File: src/rtl/mpde_pkg.sv
package mpde_pkg;

    // field widths of the channels and the configuration port
    localparam int BASE_W   = 31;
    localparam int DIGIT_W  = 4;
    localparam int RESULT_W = 16;
    localparam int CFG_W    = 16;

    // default modulus width and reset modulus
    localparam int              MOD_WIDTH_DEFAULT = 16;
    localparam logic [CFG_W-1:0] MODULUS_RESET    = 16'd1337;

    // the running result is raised to this power on every digit
    localparam logic [DIGIT_W-1:0] POW_TEN = 4'd10;

    // dividend bits consumed by the reducer per cycle
    localparam int RED_BITS = 4;

    // first multiplier operand
    typedef enum logic [0:0] {
        OPA_ACC,
        OPA_R10
    } opa_sel_t;

    // second multiplier operand
    typedef enum logic [1:0] {
        OPB_ACC,
        OPB_RUN,
        OPB_BASE
    } opb_sel_t;

    // register that takes the reduced product
    typedef enum logic [1:0] {
        DEST_BASE,
        DEST_ACC,
        DEST_RUN
    } dest_t;

    // controller to datapath
    typedef struct packed {
        logic     load_item;
        logic     acc_init;
        logic     save_r10;
        logic     mm_start;
        logic     mm_raw;
        opa_sel_t opa_sel;
        opb_sel_t opb_sel;
        dest_t    dest;
        logic     out_load;
    } ctrl_cmd_t;

    // datapath to controller
    typedef struct packed {
        logic               first;
        logic               last;
        logic [DIGIT_W-1:0] digit;
        logic               mm_done;
        logic               out_full;
    } ctrl_status_t;

endpackage

File: src/rtl/mpde_in_if.sv
interface mpde_in_if;

    logic                         valid;
    logic                         ready;
    logic [mpde_pkg::BASE_W-1:0]  base_value;
    logic [mpde_pkg::DIGIT_W-1:0] exp_digit;
    logic                         first_digit;
    logic                         last_digit;

    modport source (
        output valid,
        output base_value,
        output exp_digit,
        output first_digit,
        output last_digit,
        input  ready
    );

    modport sink (
        input  valid,
        input  base_value,
        input  exp_digit,
        input  first_digit,
        input  last_digit,
        output ready
    );

endinterface

File: src/rtl/mpde_out_if.sv
interface mpde_out_if;

    logic                          valid;
    logic                          ready;
    logic [mpde_pkg::RESULT_W-1:0] power_result;

    modport source (
        output valid,
        output power_result,
        input  ready
    );

    modport sink (
        input  valid,
        input  power_result,
        output ready
    );

endinterface

File: src/rtl/mpde_modmul.sv
module mpde_modmul #(
    parameter int W = mpde_pkg::MOD_WIDTH_DEFAULT
) (
    input  logic                        clk,
    input  logic                        rst_n,
    input  logic                        start,
    input  logic                        raw,
    input  logic [W-1:0]                op_a,
    input  logic [W-1:0]                op_b,
    input  logic [mpde_pkg::BASE_W-1:0] raw_value,
    input  logic [W-1:0]                modulus,
    output logic                        done,
    output logic [W-1:0]                result
);

    localparam int RAW_W = (2 * W > mpde_pkg::BASE_W) ? 2 * W : mpde_pkg::BASE_W;
    localparam int STEPS = (RAW_W + mpde_pkg::RED_BITS - 1) / mpde_pkg::RED_BITS;
    localparam int DW    = STEPS * mpde_pkg::RED_BITS;
    localparam int CW    = $clog2(STEPS);

    logic          run_reg;
    logic          done_reg;
    logic [CW-1:0] cnt_reg;
    logic [DW-1:0] div_reg;
    logic [W-1:0]  rem_reg;
    logic [W-1:0]  result_reg;

    logic [2*W-1:0] product;
    logic [W:0]     rem_step;
    logic [W:0]     shifted;
    logic [W-1:0]   rem_next;
    logic           mod_zero;
    logic           last_step;

    // one multiply per operation, registered into the dividend
    assign product   = (2 * W)'(op_a) * (2 * W)'(op_b);
    assign mod_zero  = (modulus == '0);
    assign last_step = (cnt_reg == CW'(STEPS - 1));

    // restoring remainder, a few dividend bits per cycle
    always_comb
    begin
        rem_step = {1'b0, rem_reg};
        shifted  = '0;
        for (int i = 0; i < mpde_pkg::RED_BITS; i++)
        begin
            shifted = {rem_step[W-1:0], div_reg[DW-1-i]};
            if (shifted >= {1'b0, modulus})
            begin
                rem_step = shifted - {1'b0, modulus};
            end
            else
            begin
                rem_step = shifted;
            end
        end
        rem_next = rem_step[W-1:0];
    end

    // iteration control
    always_ff @(posedge clk or negedge rst_n)
    begin
        if (!rst_n)
        begin
            run_reg  <= 1'b0;
            done_reg <= 1'b0;
            cnt_reg  <= '0;
        end
        else
        begin
            done_reg <= 1'b0;
            if (start)
            begin
                run_reg <= 1'b1;
                cnt_reg <= '0;
            end
            else if (run_reg)
            begin
                if (mod_zero || last_step)
                begin
                    run_reg  <= 1'b0;
                    done_reg <= 1'b1;
                end
                else
                begin
                    cnt_reg <= cnt_reg + CW'(1);
                end
            end
        end
    end

    // dividend, partial remainder and result
    always_ff @(posedge clk)
    begin
        if (start)
        begin
            div_reg <= raw ? DW'(raw_value) : DW'(product);
            rem_reg <= '0;
        end
        else if (run_reg)
        begin
            div_reg    <= div_reg << mpde_pkg::RED_BITS;
            rem_reg    <= rem_next;
            // zero modulus wraps to the low bits instead of dividing
            result_reg <= mod_zero ? div_reg[W-1:0] : rem_next;
        end
    end

    assign done   = done_reg;
    assign result = result_reg;

endmodule

File: src/rtl/mpde_datapath.sv
module mpde_datapath #(
    parameter int W = mpde_pkg::MOD_WIDTH_DEFAULT
) (
    input  logic                          clk,
    input  logic                          rst_n,
    input  logic [mpde_pkg::BASE_W-1:0]   base_value,
    input  logic [mpde_pkg::DIGIT_W-1:0]  exp_digit,
    input  logic                          first_digit,
    input  logic                          last_digit,
    input  logic                          cfg_we,
    input  logic [mpde_pkg::CFG_W-1:0]    cfg_wdata,
    input  logic                          out_ready,
    output logic                          out_valid,
    output logic [mpde_pkg::RESULT_W-1:0] power_result,
    input  mpde_pkg::ctrl_cmd_t           cmd,
    output mpde_pkg::ctrl_status_t        status
);

    logic [W-1:0]                   modulus_reg;
    logic [W-1:0]                   running_reg;
    logic [W-1:0]                   base_reg;
    logic [W-1:0]                   acc_reg;
    logic [W-1:0]                   r10_reg;
    logic [mpde_pkg::BASE_W-1:0]    base_in_reg;
    logic [mpde_pkg::DIGIT_W-1:0]   digit_reg;
    logic                           first_reg;
    logic                           last_reg;
    logic                           out_valid_reg;
    logic [mpde_pkg::RESULT_W-1:0]  out_data_reg;

    logic [W-1:0] op_a;
    logic [W-1:0] op_b;
    logic         mm_done;
    logic [W-1:0] mm_result;

    // operand selection
    always_comb
    begin
        unique case (cmd.opa_sel)
            mpde_pkg::OPA_R10: op_a = r10_reg;
            default:           op_a = acc_reg;
        endcase
        unique case (cmd.opb_sel)
            mpde_pkg::OPB_RUN:  op_b = running_reg;
            mpde_pkg::OPB_BASE: op_b = base_reg;
            default:            op_b = acc_reg;
        endcase
    end

    // shared modular multiplier
    mpde_modmul #(
        .W (W)
    ) u_modmul (
        .clk       (clk),
        .rst_n     (rst_n),
        .start     (cmd.mm_start),
        .raw       (cmd.mm_raw),
        .op_a      (op_a),
        .op_b      (op_b),
        .raw_value (base_in_reg),
        .modulus   (modulus_reg),
        .done      (mm_done),
        .result    (mm_result)
    );

    // modulus, running result, reduced base and output valid flag
    always_ff @(posedge clk or negedge rst_n)
    begin
        if (!rst_n)
        begin
            modulus_reg   <= W'(mpde_pkg::MODULUS_RESET);
            running_reg   <= W'(1);
            base_reg      <= '0;
            out_valid_reg <= 1'b0;
        end
        else
        begin
            if (cfg_we)
            begin
                modulus_reg <= W'(cfg_wdata);
            end
            if (cmd.load_item && first_digit)
            begin
                running_reg <= W'(1);
            end
            else if (mm_done && cmd.dest == mpde_pkg::DEST_RUN)
            begin
                running_reg <= mm_result;
            end
            if (mm_done && cmd.dest == mpde_pkg::DEST_BASE)
            begin
                base_reg <= mm_result;
            end
            if (cmd.out_load)
            begin
                out_valid_reg <= 1'b1;
            end
            else if (out_ready)
            begin
                out_valid_reg <= 1'b0;
            end
        end
    end

    // word latch, accumulator, saved tenth power and output word
    always_ff @(posedge clk)
    begin
        if (cmd.load_item)
        begin
            base_in_reg <= base_value;
            digit_reg   <= exp_digit;
            first_reg   <= first_digit;
            last_reg    <= last_digit;
        end
        if (cmd.acc_init || cmd.save_r10)
        begin
            acc_reg <= W'(1);
        end
        else if (mm_done && cmd.dest == mpde_pkg::DEST_ACC)
        begin
            acc_reg <= mm_result;
        end
        if (cmd.save_r10)
        begin
            r10_reg <= acc_reg;
        end
        if (cmd.out_load)
        begin
            out_data_reg <= mpde_pkg::RESULT_W'(running_reg);
        end
    end

    assign status.first    = first_reg;
    assign status.last     = last_reg;
    assign status.digit    = digit_reg;
    assign status.mm_done  = mm_done;
    assign status.out_full = out_valid_reg;

    assign out_valid    = out_valid_reg;
    assign power_result = out_data_reg;

endmodule

File: src/rtl/mpde_ctrl.sv
module mpde_ctrl (
    input  logic                   clk,
    input  logic                   rst_n,
    input  logic                   in_valid,
    output logic                   in_ready,
    output mpde_pkg::ctrl_cmd_t    cmd,
    input  mpde_pkg::ctrl_status_t status
);

    localparam int BW = $clog2(mpde_pkg::DIGIT_W);

    typedef enum logic [2:0] {
        S_IDLE,
        S_LOAD,
        S_BASE,
        S_SQUARE,
        S_MULX,
        S_SAVE,
        S_FINAL,
        S_EMIT
    } state_t;

    state_t        state_reg;
    logic          pass_reg;
    logic [BW-1:0] bit_reg;
    logic          issued_reg;

    logic [mpde_pkg::DIGIT_W-1:0] exp_bits;
    logic                         cur_bit;
    logic                         bits_done;

    // pass 0 raises the running result to ten, pass 1 the base to the digit
    assign exp_bits  = pass_reg ? status.digit : mpde_pkg::POW_TEN;
    assign cur_bit   = exp_bits[bit_reg];
    assign bits_done = (bit_reg == '0);
    assign in_ready  = (state_reg == S_IDLE);

    // command decode
    always_comb
    begin
        cmd           = '0;
        cmd.opa_sel   = mpde_pkg::OPA_ACC;
        cmd.opb_sel   = mpde_pkg::OPB_ACC;
        cmd.dest      = mpde_pkg::DEST_ACC;
        unique case (state_reg)
            S_IDLE:
            begin
                cmd.load_item = in_valid;
            end
            S_LOAD:
            begin
                cmd.acc_init = 1'b1;
            end
            S_BASE:
            begin
                cmd.mm_start = !issued_reg;
                cmd.mm_raw   = 1'b1;
                cmd.dest     = mpde_pkg::DEST_BASE;
            end
            S_SQUARE:
            begin
                cmd.mm_start = !issued_reg;
            end
            S_MULX:
            begin
                cmd.mm_start = !issued_reg;
                cmd.opb_sel  = pass_reg ? mpde_pkg::OPB_BASE : mpde_pkg::OPB_RUN;
            end
            S_SAVE:
            begin
                cmd.save_r10 = 1'b1;
            end
            S_FINAL:
            begin
                cmd.mm_start = !issued_reg;
                cmd.opa_sel  = mpde_pkg::OPA_R10;
                cmd.dest     = mpde_pkg::DEST_RUN;
            end
            S_EMIT:
            begin
                cmd.out_load = !status.out_full;
            end
            default:
            begin
                cmd.load_item = 1'b0;
            end
        endcase
    end

    // state, pass, exponent bit and issue flag
    always_ff @(posedge clk or negedge rst_n)
    begin
        if (!rst_n)
        begin
            state_reg  <= S_IDLE;
            pass_reg   <= 1'b0;
            bit_reg    <= '0;
            issued_reg <= 1'b0;
        end
        else
        begin
            if (cmd.mm_start)
            begin
                issued_reg <= 1'b1;
            end
            else if (status.mm_done)
            begin
                issued_reg <= 1'b0;
            end
            unique case (state_reg)
                S_IDLE:
                begin
                    if (in_valid)
                    begin
                        state_reg <= S_LOAD;
                    end
                end
                S_LOAD:
                begin
                    pass_reg  <= 1'b0;
                    bit_reg   <= BW'(mpde_pkg::DIGIT_W - 1);
                    state_reg <= status.first ? S_BASE : S_SQUARE;
                end
                S_BASE:
                begin
                    if (status.mm_done)
                    begin
                        state_reg <= S_SQUARE;
                    end
                end
                S_SQUARE:
                begin
                    if (status.mm_done)
                    begin
                        if (cur_bit)
                        begin
                            state_reg <= S_MULX;
                        end
                        else if (bits_done)
                        begin
                            state_reg <= pass_reg ? S_FINAL : S_SAVE;
                        end
                        else
                        begin
                            bit_reg <= bit_reg - BW'(1);
                        end
                    end
                end
                S_MULX:
                begin
                    if (status.mm_done)
                    begin
                        if (bits_done)
                        begin
                            state_reg <= pass_reg ? S_FINAL : S_SAVE;
                        end
                        else
                        begin
                            bit_reg   <= bit_reg - BW'(1);
                            state_reg <= S_SQUARE;
                        end
                    end
                end
                S_SAVE:
                begin
                    pass_reg  <= 1'b1;
                    bit_reg   <= BW'(mpde_pkg::DIGIT_W - 1);
                    state_reg <= S_SQUARE;
                end
                S_FINAL:
                begin
                    if (status.mm_done)
                    begin
                        state_reg <= status.last ? S_EMIT : S_IDLE;
                    end
                end
                S_EMIT:
                begin
                    if (!status.out_full)
                    begin
                        state_reg <= S_IDLE;
                    end
                end
                default:
                begin
                    state_reg <= S_IDLE;
                end
            endcase
        end
    end

endmodule

File: src/rtl/modular_power_decimal_exponent.sv
// Modular power with a decimal exponent: each input word carries one exponent
// digit, most significant first; the word flagged first also carries the base,
// which is reduced and restarts the running result at one, and the word flagged
// last returns the result on the output channel. Every digit d turns the running
// result r into r^10 * a^d mod the configured modulus (reset 1337, zero means
// wrap at 2^MOD_WIDTH). One word is worked on at a time. All the work runs
// through a single modular multiplier whose remainder unit takes four dividend
// bits per cycle and stops after its first step with a zero modulus. A digit
// needs 11 + popcount(d) multiplications, one more on a first word. A waiting
// result does not stop the next word from being taken until another result is
// due; the block then holds until the output is free. The modulus is written
// through cfg_we and cfg_wdata while the block is idle; the user must keep to
// this, as the block itself does not enforce it.
module modular_power_decimal_exponent #(
    parameter int MOD_WIDTH = mpde_pkg::MOD_WIDTH_DEFAULT
) (
    input  logic                       clk,
    input  logic                       rst_n,
    mpde_in_if.sink                    in_ch,
    mpde_out_if.source                 out_ch,
    input  logic                       cfg_we,
    input  logic [mpde_pkg::CFG_W-1:0] cfg_wdata
);

    mpde_pkg::ctrl_cmd_t    cmd;
    mpde_pkg::ctrl_status_t status;
    logic                   in_ready;

    assign in_ch.ready = in_ready;

    // sequencer
    mpde_ctrl u_ctrl (
        .clk      (clk),
        .rst_n    (rst_n),
        .in_valid (in_ch.valid),
        .in_ready (in_ready),
        .cmd      (cmd),
        .status   (status)
    );

    // registers and shared modular multiplier
    mpde_datapath #(
        .W (MOD_WIDTH)
    ) u_datapath (
        .clk          (clk),
        .rst_n        (rst_n),
        .base_value   (in_ch.base_value),
        .exp_digit    (in_ch.exp_digit),
        .first_digit  (in_ch.first_digit),
        .last_digit   (in_ch.last_digit),
        .cfg_we       (cfg_we),
        .cfg_wdata    (cfg_wdata),
        .out_ready    (out_ch.ready),
        .out_valid    (out_ch.valid),
        .power_result (out_ch.power_result),
        .cmd          (cmd),
        .status       (status)
    );

endmodule

File: src/flat_wrapper.sv
// flat-port wrapper written by rule: the top's interface ports become plain ports
module modular_power_decimal_exponent_flat 
#(
    parameter int MOD_WIDTH = mpde_pkg::MOD_WIDTH_DEFAULT
)
  (clk, rst_n, cfg_we, cfg_wdata, in_ch_valid, in_ch_base_value, in_ch_exp_digit, in_ch_first_digit, in_ch_last_digit, in_ch_ready, out_ch_valid, out_ch_power_result, out_ch_ready);
  mpde_in_if in_ch_i ();
  mpde_out_if out_ch_i ();
  input  logic clk;
  input  logic rst_n;
  input  logic cfg_we;
  input  logic [mpde_pkg::CFG_W-1:0] cfg_wdata;
  input wire logic [$bits(in_ch_i.valid)-1:0] in_ch_valid;
  input wire logic [$bits(in_ch_i.base_value)-1:0] in_ch_base_value;
  input wire logic [$bits(in_ch_i.exp_digit)-1:0] in_ch_exp_digit;
  input wire logic [$bits(in_ch_i.first_digit)-1:0] in_ch_first_digit;
  input wire logic [$bits(in_ch_i.last_digit)-1:0] in_ch_last_digit;
  output wire logic [$bits(in_ch_i.ready)-1:0] in_ch_ready;
  output wire logic [$bits(out_ch_i.valid)-1:0] out_ch_valid;
  output wire logic [$bits(out_ch_i.power_result)-1:0] out_ch_power_result;
  input wire logic [$bits(out_ch_i.ready)-1:0] out_ch_ready;
  assign in_ch_i.valid = in_ch_valid;
  assign in_ch_i.base_value = in_ch_base_value;
  assign in_ch_i.exp_digit = in_ch_exp_digit;
  assign in_ch_i.first_digit = in_ch_first_digit;
  assign in_ch_i.last_digit = in_ch_last_digit;
  assign in_ch_ready = in_ch_i.ready;
  assign out_ch_valid = out_ch_i.valid;
  assign out_ch_power_result = out_ch_i.power_result;
  assign out_ch_i.ready = out_ch_ready;
  modular_power_decimal_exponent #(.MOD_WIDTH(MOD_WIDTH)) u_core (.clk(clk), .rst_n(rst_n), .in_ch(in_ch_i), .out_ch(out_ch_i), .cfg_we(cfg_we), .cfg_wdata(cfg_wdata));
endmodule
File: config.mk
export PLATFORM = sky130hd
export DESIGN_NAME = modular_power_decimal_exponent_flat
export DESIGN_NICKNAME = d
export VERILOG_FILES = /design/src/rtl/mpde_pkg.sv /design/src/rtl/mpde_in_if.sv /design/src/rtl/mpde_out_if.sv /design/src/rtl/mpde_modmul.sv /design/src/rtl/mpde_datapath.sv /design/src/rtl/mpde_ctrl.sv /design/src/rtl/modular_power_decimal_exponent.sv /design/src/flat_wrapper.sv
export SDC_FILE = /design/constraint.sdc
export NUM_CORES = 1
export LEC_CHECK = 0
export BUFFER_PORTS_ARGS = -buffer_cell sky130_fd_sc_hd__buf_4
export CAP_MARGIN = 20
export CORE_ASPECT_RATIO = 1.5
export CORE_MARGIN = 10
export CORE_UTILIZATION = 60
export CTS_BUF_LIST = sky130_fd_sc_hd__clkbuf_8
export DETAILED_ROUTE_END_ITERATION = 16
export MAX_ROUTING_LAYER = met4
export PLACE_DENSITY = 0.85
export SLEW_MARGIN = 25
export SYNTH_ARGS = -nofsm -noshare
export SYNTH_HDL_FRONTEND = slang
export SYNTH_SLANG_ARGS = --single-unit
File: constraint.sdc
create_clock -name clk -period 18.7 [get_ports clk]
set_clock_uncertainty 0.2 [all_clocks]
set_input_delay 2.805 -clock clk [delete_from_list [all_inputs] [get_ports clk]]
set_output_delay 2.805 -clock clk [all_outputs]
set_load 0.03 [all_outputs]
**Yosys cells after proc, flatten, opt, wreduce, memory -nomap -nowiden**

Cells that the tools add are included.

- Register bits after elaboration: 210
- Output and inout bits: 18
- Logic and storage cells: 136

- Add/sub/neg operators: 6
- Multiply operators: 1
- $lt $le $gt $ge: 5
- Equality and inequality tests: 21
- Multiplexer cells: 57
- Bitwise gates (word level): 1
- Reduce and logical (&&, ||, !) cells: 24

Operators by type and width:

| kind | count |
|---|---|
| 16-bit two-way mux | 8 |
| 32-bit two-way mux | 3 |
| 17-bit by 16-bit greater-or-equal comparator with 1-bit output | 4 |
| 16-bit subtractor | 4 |
| 3-bit two-way mux | 13 |
| 16-bit by 16-bit multiplier with 32-bit output | 1 |
| 16-bit case mux with 2 select lines | 1 |
| 3-bit case mux with 8 select lines | 1 |
| 1-bit two-way mux | 19 |
| 16-bit logical NOT | 1 |
| 3-bit equality test (second input constant) | 5 |
| 2-bit two-way mux | 7 |
| 2-bit inequality test (second input constant) | 7 |
| 2-bit nonzero test | 5 |
| 7-bit AND reduction | 1 |
| 3-bit by 2-bit equality test with 1-bit output (second input constant) | 2 |
| 2-bit case mux with 3 select lines | 1 |
| 2-bit by 1-bit equality test with 1-bit output (second input constant) | 2 |
| 2-bit equality test (second input constant) | 2 |
| 1-bit logical AND | 4 |
| 2-bit logical NOT | 2 |
| 4-bit two-way mux | 1 |
| 2-bit case mux with 2 select lines | 1 |
| 2-bit AND reduction | 2 |
| 16 further kinds | 18 |

**Logic depth before layout (Yosys ltp)**

- Depth after elaboration: 9
- Mapped depth: 46
- Mapped depth without buffers: 41

**Modules after synthesis**

From an unflattened synthesis, not the netlist that was laid out.

- Cell total of the unflattened synthesis: 2147
- Area, all modules: 20975.1 um2

By module, submodules not included:

| module | instances | cells each | area an instance (um2) | sequential area each (um2) |
|---|---|---|---|---|
| mpde_modmul | 1 | 1709 | 14772.9 | 1886.8 |
| mpde_datapath | 1 | 367 | 5597.9 | 3627.2 |
| mpde_ctrl | 1 | 71 | 604.3 | 175.2 |

**Worst setup path after synthesis**

No wires, ideal clock.

- Path kind: register to register
- Start point: reg u_core.u_datapath.modulus_reg[8]
- End point: reg u_core.u_datapath.u_modmul.result_reg[15] (netlist: u_core.u_datapath.u_modmul.result[15]), data pin
- Setup time: 271 ps
- Arrival time: 9702 ps
- Path slack: 8527 ps
- Stages on the path, launching flop included: 46
- Period minus slack after synthesis: 10173 ps
- Path through: dfstp_2 > inv_1 > ha_1 > buf_6 > a21o_1 > a221o_1 > a2111o_1 > or2_1 > buf_6 > clkbuf_1 > mux2_2 > ha_1 > o211ai_1 > a21oi_1 > o41ai_1 > o31a_1 > a21oi_1 > a211oi_4 > [10 not listed] > a211o_1 > a31o_1 > buf_2 > buf_6 > mux2_1 > ha_1 > nand3_1 > a21oi_1 > o31a_1 > o21ai_0 > a21oi_1 > o21ai_0 > nand4b_1 > a311oi_2 > a21oi_4 > buf_8 > mux2i_1 > a21oi_1

- Cells in the longest elaborated chain, start to end: 9
- Elaborated cells on any way between the ends: 14

RTL lines:

| what | line | source |
|---|---|---|
| from (decl) | mpde_datapath.sv:19 | `logic [W-1:0] modulus_reg;` |
| from (signal assigned) | mpde_datapath.sv:71 | `modulus_reg <= W'(mpde_pkg::MODULUS_RESET);` |
| from (signal assigned) | mpde_datapath.sv:80 | `modulus_reg <= W'(cfg_wdata);` |
| 16-bit subtractor / 17-bit by 16-bit greater-or-equal comparator with 1-bit output (equally long branches) | mpde_modmul.sv:50, mpde_modmul.sv:48 |  |
| 16-bit two-way mux | mpde_modmul.sv:48 | `if (shifted >= {1'b0, modulus})` |
| 16-bit subtractor / 17-bit by 16-bit greater-or-equal comparator with 1-bit output (equally long branches) | mpde_modmul.sv:50, mpde_modmul.sv:48 |  |
| 16-bit two-way mux | mpde_modmul.sv:48 |  |
| 16-bit subtractor / 17-bit by 16-bit greater-or-equal comparator with 1-bit output (equally long branches) | mpde_modmul.sv:50, mpde_modmul.sv:48 |  |
| 16-bit two-way mux | mpde_modmul.sv:48 |  |
| 16-bit subtractor / 17-bit by 16-bit greater-or-equal comparator with 1-bit output (equally long branches) | mpde_modmul.sv:50, mpde_modmul.sv:48 |  |
| 16-bit two-way mux | mpde_modmul.sv:48 |  |
| 16-bit two-way mux * | mpde_modmul.sv:105 | `result_reg <= mod_zero ? div_reg[W-1:0] : rem_next;` |
| to (signal assigned) | mpde_modmul.sv:105 |  |
| to (decl) | mpde_modmul.sv:26 | `logic [W-1:0] result_reg;` |

Mark *: on every way between the ends. The rest lies on a longest branch, timed or not.
A chain may end at the register's enable or synchronous reset.

**Worst setup path after layout**

- Start point: reg u_core.u_datapath.modulus_reg[8]
- End point: reg u_core.u_datapath.u_modmul.result_reg[1] (netlist: u_core.u_datapath.u_modmul.result[1]), data pin

- Cells in the longest elaborated chain, start to end: 9
- Elaborated cells on any way between the ends: 14

RTL lines:

| what | line |
|---|---|
| 16-bit subtractor / 17-bit by 16-bit greater-or-equal comparator with 1-bit output (equally long branches) | mpde_modmul.sv:50, mpde_modmul.sv:48 |
| 16-bit two-way mux | mpde_modmul.sv:48 |
| 16-bit subtractor / 17-bit by 16-bit greater-or-equal comparator with 1-bit output (equally long branches) | mpde_modmul.sv:50, mpde_modmul.sv:48 |
| 16-bit two-way mux | mpde_modmul.sv:48 |
| 17-bit by 16-bit greater-or-equal comparator with 1-bit output / 16-bit subtractor (equally long branches) | mpde_modmul.sv:48, mpde_modmul.sv:50 |
| 16-bit two-way mux | mpde_modmul.sv:48 |
| 16-bit subtractor / 17-bit by 16-bit greater-or-equal comparator with 1-bit output (equally long branches) | mpde_modmul.sv:50, mpde_modmul.sv:48 |
| 16-bit two-way mux | mpde_modmul.sv:48 |
| 16-bit two-way mux * | mpde_modmul.sv:105 |

Marks and branches as above.

==> metrics.cfg <==
[run_status]
outcome=complete, no violations

[synth]
ys_ff_latch=210
async_flop_share_pct=29.05
ys.warnings.count=0
ys.flop_type=edfxtp_1
synth.distinct_cells=75
synth_area_um2=20240
yosysSeqAreaShare_pct=28.11
synth_fp_nets=2608
synth_edf_count=117
synthCells=2181
synth_area_per_cell_um2=9.280

[global_route]
grt_pass1_vias=17550
grt_pass1_wl_mm=94.74
track_usage_pct=30.16
grt_max_degree=62
antenna_found_initial=1
grt_overflow=0

[sta]
setup_viol=0
finalSetupTns_ns=0
slew_headroom_pct=26.45
fin_crit_ns=12.39
finalMaxSlewViolations=0
fmax_ghz=0.08073
tightest_slew_ns=1.073
final.period_utilization_pct=66.24
rsz0062_at_grt=no
hold_viol=0

[floorplan]
dieArea_um2=41630
coreArea_um2=33340
die_w_um=170.0
rows=82
io_pins=76
start_util_pct=60.70
fp.dieH_um=245.0

[clock_network]
clk_path_buf_depth=3
cts.htree.levels=2
cts_num_sinks=210
tritoncts=done
cts_made_buffers=34
post_cts_buffers=0
clk_latency_ns=0.58
cts_hold_buf=0
cts_resized=0
cts.clk_slew.worst_paths_ns=0.07
clock-root-buffer=clkbuf_8

[worst_hold_path]
min_path_cells=0
holdPathEnd=u_core.u_datapath.power_result[7]
hold_class=reg -> reg
min-delay-start=u_core.u_datapath.running_reg[7]

[layout]
largest_reg_flops=32
nNetsFinal=2664
area_delta_synth_final_pct=8.438
drive_gt1_share_pct=9.722
final_cell_mix=360 x nand2_1, 279 x inv_1, 198 x fa_1, 176 x nor2_1, 171 x ha_1
final_common_cell=nand2_1

[route]
wl_per_cell_um=22.42
viasPerCell=6.144
ant_nets=0
drt-total-wl_mm=60.18
vias=16491
drt_iter0_drc=1203
drc_errors=0
drt-pass1-iter-count=6

[worst_setup_path]
startpoint_type=flop
cp_data_required_time_ns=18.79
slowest_delay_ns=0.85
cp.arrival_ns=12.48
cp_slowest_cell=o41ai_1
crit_type=reg -> reg
rrSetupSlack_ns=6.31
r2r_cells=38
worstSetupEndpointType=flop
worstReg2RegStart=u_core.u_datapath.modulus_reg[8]
r2r_end=u_core.u_datapath.u_modmul.result[1]
cp_max_fo=25

[placed_design]
io_buffers=75
gp_congestion=1.038
dp.final_hpwl_mm=47.77

[job]
cap_violations=0

[per-stage QoR]
step	hold slack (ns)	instances	util [%]	area (um2)	setup slack, ns
after global placement	0.2692	2620	63.58	21200	6.804
after CTS	0.2815	2682	65.72	21910	6.481
after global routing	0.2963	2684	65.82	21950	5.696
after detailed placement	0.2617	2620	63.61	21210	6.578
after floorplan	0.2387	2181	-	20240	8.527
final	0.2778	2684	65.82	21950	6.312
[Yosys cell counts, types with 6 or more instances]
cell | n | area [um2]
buf_1 | 6 | 22.52
edfxtp_1 | 117 | 3513
ha_1 | 171 | 2140
nor2b_1 | 10 | 62.56
xor2_1 | 21 | 183.9
and3_1 | 6 | 37.54
nand2_1 | 360 | 1351
mux2i_1 | 46 | 460.4
o21ai_1 | 20 | 100.1
nor3_1 | 27 | 135.1
clkbuf_1 | 62 | 232.7
nor2_1 | 180 | 675.7
nand2b_1 | 13 | 81.33
mux2_1 | 17 | 191.4
o21bai_1 | 9 | 67.56
nor4_1 | 9 | 56.30
dfrtp_1 | 54 | 1351
o31ai_1 | 6 | 45.04
o21a_1 | 6 | 45.04
a31oi_1 | 11 | 68.82
o41ai_1 | 6 | 52.55
xnor2_1 | 53 | 464.2
nand3_1 | 19 | 95.09
dfstp_2 | 7 | 183.9
nand4_1 | 14 | 87.58
dfxtp_1 | 32 | 640.6
a21oi_1 | 160 | 800.8
a211oi_1 | 9 | 67.56
mux2_2 | 44 | 495.5
fa_1 | 198 | 3964
and2_1 | 22 | 137.6
o21ai_0 | 81 | 405.4
a21o_1 | 43 | 322.8
inv_1 | 265 | 994.7
[layer usage]
metal  share of wire, %  routed length (um)  global-route usage, %
met1                 33               19770                  29.70
met4                8.4                5053                  21.19
met2                 53               31700                  53.75
met5                  0                   0                      -
met3                6.1                3649                  3.920
[layout make-up]
| class | count | area, um2 |
|---|---|---|
| clock inverter | 26 | 207.7 |
| timing repair buffer | 95 | 725.7 |
| sequential | 210 | 5689 |
| multi-input combinational | 1631 | 13310 |
| inverter | 265 | 994.7 |
| clock buffer | 36 | 495.5 |
| antenna | 1 | 2.502 |
| tap | 420 | 525.5 |
| fill | 2619 | 11400 |
[cells by family after synthesis]
kind of cell	share of synthesized area, %
fa+ha+maj	30.15
flops	28.11
compound gates	12.16
buf+inv	6.491
simple gates	14.07
xor+xnor	3.202
mux	5.817
[how the worst max path moves through the flow]
stage | slack [ns] | to | from | depth (start not counted)
after floorplan | 8.53 | u_core.u_datapath.u_modmul.result[15] | u_core.u_datapath.modulus_reg[8] | 45
after global placement | 6.80 | u_core.u_datapath.u_modmul.result[3] | u_core.u_datapath.modulus_reg[1] | 39
after detailed placement | 6.58 | u_core.u_datapath.u_modmul.result[14] | u_core.u_datapath.modulus_reg[1] | 39
after CTS | 6.48 | u_core.u_datapath.u_modmul.result[1] | u_core.u_datapath.modulus_reg[8] | 38
after global routing | 5.70 | u_core.u_datapath.u_modmul.result[1] | u_core.u_datapath.modulus_reg[8] | 39
final | 6.31 | u_core.u_datapath.u_modmul.result[1] | u_core.u_datapath.modulus_reg[8] | 38
[worst max-delay path: cells and delay by family (launching register included)]
kind | cells | cell delay [ns]
AND/OR/NAND/NOR | 3 | 0.94
adder cells (fa/ha/maj) | 4 | 1.49
multiplexers | 4 | 1.65
AO/OA/AOI/OAI | 24 | 6.60
flip-flops | 1 | 0.53
buffers and inverters | 3 | 0.63
Power is left out: the tool's default activity adds up to more than one toggle a clock period on the data nets, which glitch-free logic cannot reach.
